## config.mk

```make
export PLATFORM = sky130hd
export DESIGN_NAME = ptm_ctrl
export DESIGN_NICKNAME = d
export VERILOG_FILES = /design/src/rtl/core/ptm_pkg.sv /design/src/rtl/core/ptm_ctrl.sv
export SDC_FILE = /design/constraint.sdc
export NUM_CORES = 1
export LEC_CHECK = 0
export CORE_AREA = 2 2 39 41
export DETAILED_ROUTE_END_ITERATION = 7
export DIE_AREA = 0 0 41 43
export DONT_BUFFER_PORTS = 1
export GPL_ROUTABILITY_DRIVEN = 1
export GPL_TIMING_DRIVEN = 0
export MAX_ROUTING_LAYER = met4
export PLACE_DENSITY = 0.66
export REMOVE_ABC_BUFFERS = 1
export SLEW_MARGIN = 10
export SYNTH_ARGS = -nofsm -noshare
export SYNTH_HDL_FRONTEND = slang
export SYNTH_SLANG_ARGS = --single-unit
```

## constraint.sdc

```tcl
create_clock -name clock -period 1.41 [get_ports clock]
set_input_delay 0.0705 -clock clock [delete_from_list [all_inputs] [get_ports clock]]
set_output_delay 0.0705 -clock clock [all_outputs]
set_load 0.01 [all_outputs]
```

## src/rtl/core/ptm_pkg.sv

```systemverilog
// ptm_pkg: shared types, codes and entry-format helpers for the page table mapper
// used by every module under rtl/core; depends on nothing
`default_nettype none

package ptm_pkg;

   // sizes fixed by the entry and item formats
   localparam int POOL_PAGES_DEFAULT = 64;
   localparam int SLOTS              = 512;
   localparam int SLOT_W             = 9;
   localparam int ENTRY_W            = 64;
   localparam int MEM_W              = ENTRY_W + 1;
   localparam int FRAME_W            = 40;
   localparam int USED_W             = 7;

   // command codes
   localparam logic [1:0] CMD_MAP_4K = 2'd0;
   localparam logic [1:0] CMD_MAP_2M = 2'd1;
   localparam logic [1:0] CMD_READ   = 2'd2;

   // result status codes
   localparam logic [1:0] STATUS_DONE      = 2'd0;
   localparam logic [1:0] STATUS_POOL_FULL = 2'd1;
   localparam logic [1:0] STATUS_OUTSIDE   = 2'd2;

   // walk levels, root first
   localparam logic [1:0] LVL_1 = 2'd0;
   localparam logic [1:0] LVL_2 = 2'd1;
   localparam logic [1:0] LVL_3 = 2'd2;
   localparam logic [1:0] LVL_4 = 2'd3;

   // entry formats
   localparam logic [ENTRY_W-1:0] ADDR_MASK   = 64'h000F_FFFF_FFFF_F000;
   localparam logic [ENTRY_W-1:0] LARGE_MASK  = 64'h000F_FFFF_FFE0_0000;
   localparam logic [ENTRY_W-1:0] FLAGS_TABLE = 64'h0000_0000_0000_0003;
   localparam logic [ENTRY_W-1:0] FLAGS_LARGE = 64'h0000_0000_0000_0083;

   typedef struct packed {
      logic [1:0]  cmd;
      logic [51:0] phys_addr;
      logic [47:0] virt_addr;
      logic [5:0]  read_table;
      logic [8:0]  read_slot;
   } req_type;

   typedef struct packed {
      logic [1:0]        status;
      logic [63:0]       read_data;
      logic [USED_W-1:0] tables_used;
   } rsp_type;

   // controller to datapath
   typedef struct packed {
      logic       clear_wr;
      logic       load_item;
      logic       follow;
      logic       alloc;
      logic       leaf_wr;
      logic       take_data;
      logic       load_rsp;
      logic [1:0] level;
      logic [1:0] status;
   } ctl_cmd_type;

   // datapath to controller
   typedef struct packed {
      logic clear_last;
      logic present;
      logic outside;
      logic pool_full;
   } dp_stat_type;

   // entry pointing at a table page frame
   function automatic logic [ENTRY_W-1:0] table_entry(input logic [FRAME_W-1:0] frame);
      return {12'h000, frame, 12'h000} | FLAGS_TABLE;
   endfunction

   // 4 KiB leaf entry
   function automatic logic [ENTRY_W-1:0] leaf_4k(input logic [51:0] pa);
      return ({12'h000, pa} & ADDR_MASK) | FLAGS_TABLE;
   endfunction

   // 2 MiB leaf entry
   function automatic logic [ENTRY_W-1:0] leaf_2m(input logic [51:0] pa);
      return ({12'h000, pa} & LARGE_MASK) | FLAGS_LARGE;
   endfunction

endpackage

`default_nettype wire

```

## src/rtl/core/ptm_ctrl.sv

```systemverilog
// ptm_ctrl: sequencer for clear pass, table walk, leaf write and result hand-off
// depends on ptm_pkg
`default_nettype none

module ptm_ctrl (
   input  logic                  clock,
   input  logic                  reset,
   input  logic                  req_valid,
   input  logic [1:0]            req_cmd,
   output logic                  req_stall,
   output logic                  rsp_valid,
   input  logic                  rsp_stall,
   input  ptm_pkg::dp_stat_type  stat,
   output ptm_pkg::ctl_cmd_type  cmd
);

   import ptm_pkg::*;

   typedef enum logic [2:0] {
      ST_CLEAR,
      ST_IDLE,
      ST_LOOKUP,
      ST_CHECK,
      ST_LEAF,
      ST_FINISH
   } state_type;

   state_type  state_ff, state_in;
   logic [1:0] level_ff, level_in;
   logic [1:0] op_ff, op_in;
   logic [1:0] status_ff, status_in;
   logic       rsp_valid_ff, rsp_valid_in;
   logic [1:0] last_level;

   // last walked level before the leaf
   assign last_level = (op_ff == CMD_MAP_2M) ? LVL_2 : LVL_3;

   // next state and commands
   always_comb begin
      state_in     = state_ff;
      level_in     = level_ff;
      op_in        = op_ff;
      status_in    = status_ff;
      rsp_valid_in = rsp_valid_ff && rsp_stall;
      cmd          = '0;
      cmd.level    = level_ff;
      cmd.status   = status_ff;
      unique case (state_ff)
         ST_CLEAR: begin
            cmd.clear_wr = 1'b1;
            if (stat.clear_last) begin
               state_in = ST_IDLE;
            end
         end
         ST_IDLE: begin
            if (req_valid) begin
               cmd.load_item = 1'b1;
               op_in         = req_cmd;
               level_in      = LVL_1;
               status_in     = STATUS_DONE;
               if (req_cmd inside {CMD_MAP_4K, CMD_MAP_2M, CMD_READ}) begin
                  state_in = ST_LOOKUP;
               end else begin
                  state_in = ST_FINISH;
               end
            end
         end
         ST_LOOKUP: begin
            state_in = ST_CHECK;
         end
         ST_CHECK: begin
            if (op_ff == CMD_READ) begin
               cmd.take_data = 1'b1;
               state_in      = ST_FINISH;
            end else if (stat.present && stat.outside) begin
               status_in = STATUS_OUTSIDE;
               state_in  = ST_FINISH;
            end else if (!stat.present && stat.pool_full) begin
               status_in = STATUS_POOL_FULL;
               state_in  = ST_FINISH;
            end else begin
               // follow the entry or hang a fresh page under it
               cmd.follow = stat.present;
               cmd.alloc  = !stat.present;
               level_in   = level_ff + 2'd1;
               state_in   = (level_ff == last_level) ? ST_LEAF : ST_LOOKUP;
            end
         end
         ST_LEAF: begin
            cmd.leaf_wr = 1'b1;
            state_in    = ST_FINISH;
         end
         ST_FINISH: begin
            if (!rsp_valid_ff || !rsp_stall) begin
               cmd.load_rsp = 1'b1;
               rsp_valid_in = 1'b1;
               state_in     = ST_IDLE;
            end
         end
         default: begin
            state_in = ST_CLEAR;
         end
      endcase
   end

   // state and registered outputs
   always_ff @(posedge clock) begin
      if (reset) begin
         state_ff     <= ST_CLEAR;
         level_ff     <= LVL_1;
         op_ff        <= CMD_MAP_4K;
         status_ff    <= STATUS_DONE;
         rsp_valid_ff <= 1'b0;
      end else begin
         state_ff     <= state_in;
         level_ff     <= level_in;
         op_ff        <= op_in;
         status_ff    <= status_in;
         rsp_valid_ff <= rsp_valid_in;
      end
   end

   assign req_stall = (state_ff != ST_IDLE);
   assign rsp_valid = rsp_valid_ff;

endmodule

`default_nettype wire

```

Yosys cells after proc, flatten, opt, wreduce, memory -nomap -nowiden
Cells that the tools add are included.
{"block": "classes", "addsub": 1, "n_eq_ne": 18, "mux": 33, "n_reduce_logical": 15}
{"cell": "two-way mux 2 bit", "count": 12}
{"cell": "two-way mux 3 bit", "count": 8}
{"cell": "case mux 3 bit (6 select lines)", "count": 1}
{"cell": "inequality test 2 bit, second input constant", "count": 6}
{"cell": "two-way mux 1 bit", "count": 10}
{"cell": "case mux 2 bit (2 select lines)", "count": 2}
{"cell": "equality test 3 x 2 -> 1 bit, second input constant", "count": 2}
{"cell": "equality test 3 bit, second input constant", "count": 2}
{"cell": "AND reduction 5 bit", "count": 1}
{"cell": "equality test 2 x 1 -> 1 bit, second input constant", "count": 2}
{"cell": "equality test 2 bit, second input constant", "count": 2}
{"cell": "AND reduction 4 bit", "count": 1}
{"cell": "equality test 3 x 1 -> 1 bit, second input constant", "count": 1}
{"cell": "logical AND 1 bit", "count": 3}
{"cell": "logical NOT 1 bit", "count": 3}
{"cell": "logical NOT 3 bit", "count": 1}
{"cell": "inequality test 3 x 1 -> 1 bit, second input constant", "count": 1}
{"cell": "inequality test 3 bit, second input constant", "count": 1}
{"cell": "AND reduction 3 bit", "count": 1}
{"cell": "nonzero test 3 bit", "count": 1}
{"cell": "adder 2 x 1 -> 2 bit, second input constant", "count": 1}
{"cell": "equality test 2 bit", "count": 1}
{"cell": "logical NOT 2 bit", "count": 1}
{"cell": "AND reduction 2 bit", "count": 1}
{"cell": "other kinds (2)", "count": 2}
{"block": "totals", "regBits": 10, "input_bits": 10, "output_inout_bits": 13, "elab_cells": 72}

Longest topological paths before layout
Gate-level depths: netlist of run 1.
{"block": "depth", "word_depth": 8, "mapped_depth": 5, "ltp_nobuf": 4}

Least setup slack after synthesis of run 1
OpenSTA, ideal clock, no wires.
{"block": "synth_timing", "path_kind": "register to output", "startpoint": "register state_ff[2]", "endpoint": "output cmd[8] in the netlist's numbering", "arrival_time_ps": 1259, "required_ps": 1340, "path_slack_ps": 80, "path_stages_with_launch": 6, "path_buffers": 1, "cell_sequence": "dfxtp_1 buf_6 and2b_1 and2_1 nand2_1 nor3b_1"}
{"item": "start, declared", "line": "ptm_ctrl.sv:28", "text": "state_type state_ff, state_in;"}
{"item": "start signal, assigned", "line": "ptm_ctrl.sv:115", "text": "state_ff <= state_in;"}
{"item": "end, declared", "line": "ptm_ctrl.sv:14", "text": "output ptm_pkg::ctl_cmd_type cmd"}

==> results_dict.tcl, run 1 <==
set metrics [dict create \
    status "finished, final reports clean" \
    portBuffers 0 \
    hpwl_um 1080 \
    leakage_nw 0.269 \
    critPathCaptureType "output port" \
    route.detailed.drc 0 \
    power_frac_comb_pct 33.9 \
    dieWidth_um 41 \
    overflow 0 \
    setup_violations 0 \
    via_per_inst 6.27 \
    coreArea_sq_um 1380 \
    clkPwrFrac_pct 23.7 \
    path_cells "and2b_2, and2_4, nand2_4, nor3b_4" \
    max-cap-violations 0 \
    drive_gt1_share_pct 23.1 \
    timing.critical_path.buf_inv 0 \
    synth.area.top_cells "dfxtp_1 (30%), mux2i_1 (5.9%), a21oi_1 (5.2%), nand2_1 (5.0%), nand2b_1 (4.6%)" \
    worst_slew_margin_rel_pct 69.8 \
    diodes 0 \
    clock_sinks 10 \
    clk_latency_ns 0.26 \
    yosysMostFrequentCell "dfxtp_1" \
    fin_crit_ns 1.38 \
    switchingPower_mw 0.290 \
    crit_family "simple AND/OR/NAND/NOR gates" \
    max_stage_delay_ns 0.34 \
    vias 671 \
    drt-initial-drc-count 19 \
    synth_top_area_share_pct 29.6 \
    syn_area_sq_um 676 \
    ys_warn_count 0 \
    die_area_sq_um 1760 \
    ys.flop_type "dfxtp_1" \
    gp_congestion 0.780 \
    grt_pass1_wl_um 2390 \
    crit_path_start_kind "flop" \
    synth_edf_count 0 \
    critPathMaxFanout 4 \
    fin_cells 107 \
    num_rows 14 \
    grt_antenna_before_repair 0 \
    arrival_ns 1.31 \
    slowest_stage "dfxtp_4" \
    ir_worst_vdd_mv 0.608 \
    final_core_util_pct 59.5 \
    timing.hold.ws_ns 0.0323 \
    place_ws_ns -0.117 \
    placedCellCount 95 \
    setup_ws_ns 0.0323 \
    syn_inst 83 \
    intPower_mw 0.542 \
    die_h_um 43 \
    synthToLayoutAreaGrowth_pct 21.9 \
    cts_tree "done" \
    p_sw_share_pct 34.9 \
    hp-class "in2reg" \
    firstDrtPassIters 4 \
    grt_max_degree 21 \
    final_net_count 103 \
    clock_skew_ns 0.00533 \
    synth_top_cells_by_count "dfxtp_1 (10), nand2_1 (9), a21oi_1 (7)" \
    cts.clk_slew.worst_paths_ns 0.07 \
    synth_top_cell_by_area "dfxtp_1" \
    seq_power_share_pct 42.4 \
    finalPower_mw 0.832 \
    start_util_pct 48.8 \
    max_freq_mhz 726 \
    synth_seq_cells 10 \
    synth_cell_type_count 35 \
    drt-total-wl_um 1670 \
    maxSlewViolCount 0 \
    syn_area_per_cell_sq_um 8.14 \
    crit_required_ns 1.34 \
    h-tree-depth 1 \
    grt_pass1_vias 549 \
    power_density_nw_per_um2 1010 \
    numCtsBuffers 3 \
    synthArstFlopShare_pct 0 \
    hold_violations 0 \
    ctsLongestPathBuffers 2 \
    worst_pin_slew_ns 0.452 \
    avgRoutedWirePerCell_um 15.6 \
    io_pins 23 \
    cts-root-buf "clkbuf_4" \
    fin_crit_sh_pct 97.7 \
    grt_use_total_pct 20.7 \
    criticalPathCategory "reg2out" \
    ys_seq_area_share_pct 29.6 \
    ant_nets 0 \
]
## routing by layer
metal  wire length, um  GRT usage, %  vias to the layer above
li1                  -             -                      328
met1               687          26.0                      304
met2               816          29.1                       35
met3               150          8.38                        4
met4                15          8.00                        0
met5                 0             -                        -
## kinds of logic after synthesis
family / after synthesis / share of synthesized area (%)
buffers and inverters: 5 / 4.26
AO/OA/AOI/OAI: 23 / 25.2
multiplexers: 5 / 7.59
AND/OR/NAND/NOR: 40 / 33.3
flip-flops: 10 / 29.6
## flip-flops by register name (all words and copies together) (netlist names)
signal and cells:
level_ff 2, state_ff 3, op_ff 2, rsp_valid 1, status_ff 2
## per-stage QoR
stage | cell area (sq um) | setup TNS, ns
global placement | 671 | -0.414
floorplan | 651 | 0
finish | 823 | 0
global route | 823 | -0.0215
CTS | 793 | 0
detailed placement | 671 | -0.539
## worst min-delay path, stage by stage
cell and delay, ns:
nand2_1 0.03, nand4b_1 0.08, a21oi_1 0.07
## power groups by stage
| stage | Clock, mW | Combinational [mW] | Sequential (mW) |
|---|---|---|---|
| floorplan | 0 | 0.179 | 0.348 |
| global placement | 0 | 0.206 | 0.360 |
| detailed placement | 0 | 0.207 | 0.363 |
| CTS | 0.204 | 0.249 | 0.357 |
| global route | 0.219 | 0.308 | 0.359 |
| finish | 0.197 | 0.282 | 0.352 |
## cell type report
class | count | area [sq um]
multi-input combinational | 68 | 483
inverter | 1 | 3.75
clock buffer | 3 | 22.5
fill | 122 | 561
timing repair buffer | 9 | 82.6
sequential | 10 | 211
tap | 16 | 20.0
## layout by cell type (no fill, tap or decap), drive strengths merged, types with 2 or more instances in the layout
cell         instances
dfxtp               10
nand2                9
a21oi                7
dlygate4sd3          6
nor3                 6
nor2                 5
nand2b               5
mux2i                4
o21ai                4
nor2b                3
clkbuf               3
buf                  3
nor3b                3
a211oi               2
a31oi                2
o32ai                2
and3                 2
## path summary, 6_finish.rpt
path / start / endpoint / slack (ns) / cells past startpoint
worst max-delay path: state_ff[2]$_SDFFE_PP0P_ / cmd[8] / 0.03 / 4
worst min-delay path: stat[1] / status_ff[0]$_SDFFE_PP0P_ / 0.03 / 3
worst max register to register: state_ff[2]$_SDFFE_PP0P_ / op_ff[1]$_SDFFE_PP0P_ / 0.05 / 4
worst min register to register: status_ff[1]$_SDFFE_PP0P_ / status_ff[1]$_SDFFE_PP0P_ / 0.53 / 2
## what timing repair did
action	CTS	global route
endpoints found under the setup margin	9	4
resized for setup	10	5
pin swaps	1	1
buffers inserted	2	1
hold endpoints to repair	9	0
gates cloned	0	0
hold buffers	6	0
Power figures use the tool's default switching activity.
==> run 2, diff against run 1 <==
--- a/config.mk
+++ b/config.mk
@@ -5,14 +5,13 @@
 export SDC_FILE = /design/constraint.sdc
 export NUM_CORES = 1
 export LEC_CHECK = 0
-export CORE_AREA = 2 2 39 41
+export CORE_AREA = 2 2 44 62
 export DETAILED_ROUTE_END_ITERATION = 7
-export DIE_AREA = 0 0 41 43
+export DIE_AREA = 0 0 46 64
 export DONT_BUFFER_PORTS = 1
 export GPL_ROUTABILITY_DRIVEN = 1
 export GPL_TIMING_DRIVEN = 0
 export MAX_ROUTING_LAYER = met4
-export PLACE_DENSITY = 0.66
 export REMOVE_ABC_BUFFERS = 1
 export SLEW_MARGIN = 10
 export SYNTH_ARGS = -nofsm -noshare
==> results_dict.tcl, run 2 (synthesis results as in run 1) <==
set metrics [dict create \
    hpwl_um 1210 \
    crit_required_ns 1.34 \
    coreArea_sq_um 2360 \
    drive_gt1_share_pct 26.4 \
    worst_slew_margin_rel_pct 70.9 \
    fin_crit_sh_pct 96.7 \
    hp-class "in2reg" \
    ant_nets 0 \
    critPathCaptureType "output port" \
    numCtsBuffers 3 \
    firstDrtPassIters 4 \
    avgRoutedWirePerCell_um 16.2 \
    ctsLongestPathBuffers 2 \
    cts.clk_slew.worst_paths_ns 0.07 \
    dieWidth_um 46 \
    clock_sinks 10 \
    drt-total-wl_um 1840 \
    cts-root-buf "clkbuf_4" \
    leakage_nw 0.274 \
    vias 645 \
    finalPower_mw 0.838 \
    crit_path_start_kind "flop" \
    finalInstanceArea_sq_um 846 \
    start_util_pct 28.6 \
    max_freq_mhz 733 \
    route.detailed.drc 0 \
    ff2ff_path_depth 4 \
    final_core_util_pct 35.8 \
    min_to "level_ff[0]$_SDFFE_PP0P_" \
    fin_cells 114 \
    worstReg2RegEnd "level_ff[0]$_SDFFE_PP0P_" \
    setup_violations 0 \
    grt_antenna_before_repair 0 \
    critPathMaxFanout 8 \
    max_stage_delay_ns 0.37 \
    fin_crit_ns 1.36 \
    hold_start "reset" \
    synthToLayoutAreaGrowth_pct 25.2 \
    clock_skew_ns 0.000257 \
    clk_latency_ns 0.26 \
    h-tree-depth 1 \
    layout_commonest_cell "nand2_1" \
    via_per_inst 5.66 \
    grt_use_total_pct 13.5 \
    max-cap-violations 0 \
    r2r_slack_ns 0.08 \
    criticalPathCategory "reg2out" \
    diodes 0 \
    slowest_stage "dfxtp_4" \
    post_dp_cell_area_sq_um 679 \
    portBuffers 0 \
    largest_register_ffs 3 \
    hold_violations 0 \
    timing.hold.ws_ns 0.0188 \
    layout_common_cells "nand2_1 (8), a21oi_1 (7), dlygate4sd3_1 (6), dfxtp_1 (6)" \
    status "finished, final reports clean" \
    worst_pin_slew_ns 0.435 \
    arrival_ns 1.29 \
    path_cells "and2b_2, and2_4, nand2_4, nor3b_4" \
    maxSlewViolCount 0 \
    die_h_um 64 \
    final_net_count 103 \
    grt_pass1_wl_um 2770 \
    grt_pass1_vias 593 \
    grt_most_used_layer "met2" \
    io_pins 23 \
    reg2reg_from "op_ff[0]$_SDFFE_PP0P_" \
    grt.met1_usage_pct 15.8 \
    placedCellCount 102 \
    use_met2_pct 19.4 \
    power_density_nw_per_um2 990 \
    cts_tree "done" \
    ir_worst_vdd_mv 0.416 \
    use_met3_pct 3.11 \
    overflow 0 \
    drt-initial-drc-count 13 \
    num_rows 21 \
    die_area_sq_um 2940 \
    top_register "state_ff" \
    holdPathStages 2 \
    gp_congestion 0.823 \
    grt_max_degree 21 \
]
==> run 2: metal layers <==
layer,wire length [um],up-vias
li1,-,329
met1,807,287
met2,883,23
met3,92,6
met4,59,0
met5,0,-
==> run 2: what timing repair did <==
| item | CTS | global route |
|---|---|---|
| endpoints found under the hold margin | 9 | 0 |
| buffers inserted | 1 | 2 |
| resized for setup | 12 | 7 |
| endpoints found under the setup margin | 11 | 8 |
| hold buffers | 6 | 0 |
| pin swaps | 1 | 2 |
==> run 2: where the power goes <==
| part | switching, mW | internal (mW) | leakage (nW) |
|---|---|---|---|
| Sequential | 0.0606 | 0.309 | 0.0837 |
| Combinational | 0.136 | 0.134 | 0.177 |
| Clock | 0.0989 | 0.0986 | 0.0138 |
| Total | 0.296 | 0.542 | 0.274 |
==> run 2: cell type report <==
cell class / count / area, sq um
Inverter: 1 / 3.75
Clock buffer: 3 / 22.5
Multi-Input combinational cell: 68 / 495
Tap cell: 23 / 28.8
Fill cell: 250 / 1520
Sequential cell: 10 / 213
Timing Repair Buffer: 9 / 82.6
==> run 2: metrics by stage <==
stage          setup TNS [ns]  setup slack, ns
2_1_floorplan               0           0.0966
3_3_place_gp           -0.379          -0.0922
3_5_place_dp           -0.565           -0.116
4_1_cts                     0          0.00451
5_1_grt              -0.00330         -0.00330
6_report                    0           0.0465
==> run 2: worst max path at each step <==
stage                             startpoint                    end  slack, ns  depth (start not counted)
finish              state_ff[2]$_SDFFE_PP0P_                 cmd[8]       0.05                          4
floorplan           state_ff[2]$_SDFFE_PP0P_  op_ff[0]$_SDFFE_PP0P_        0.1                          4
global placement    state_ff[1]$_SDFFE_PP0P_                 cmd[8]      -0.09                          3
CTS                 state_ff[2]$_SDFFE_PP0P_  op_ff[1]$_SDFFE_PP0P_      0.005                          4
global route        state_ff[2]$_SDFFE_PP0P_                 cmd[8]     -0.003                          4
detailed placement  state_ff[1]$_SDFFE_PP0P_                 cmd[8]      -0.12                          3
==> run 2: critical path, delay by kind of cell, from the launching register on <==
family	cells	cell delay [ns]
AND/OR/NAND/NOR	4	0.68
flip-flops	1	0.37
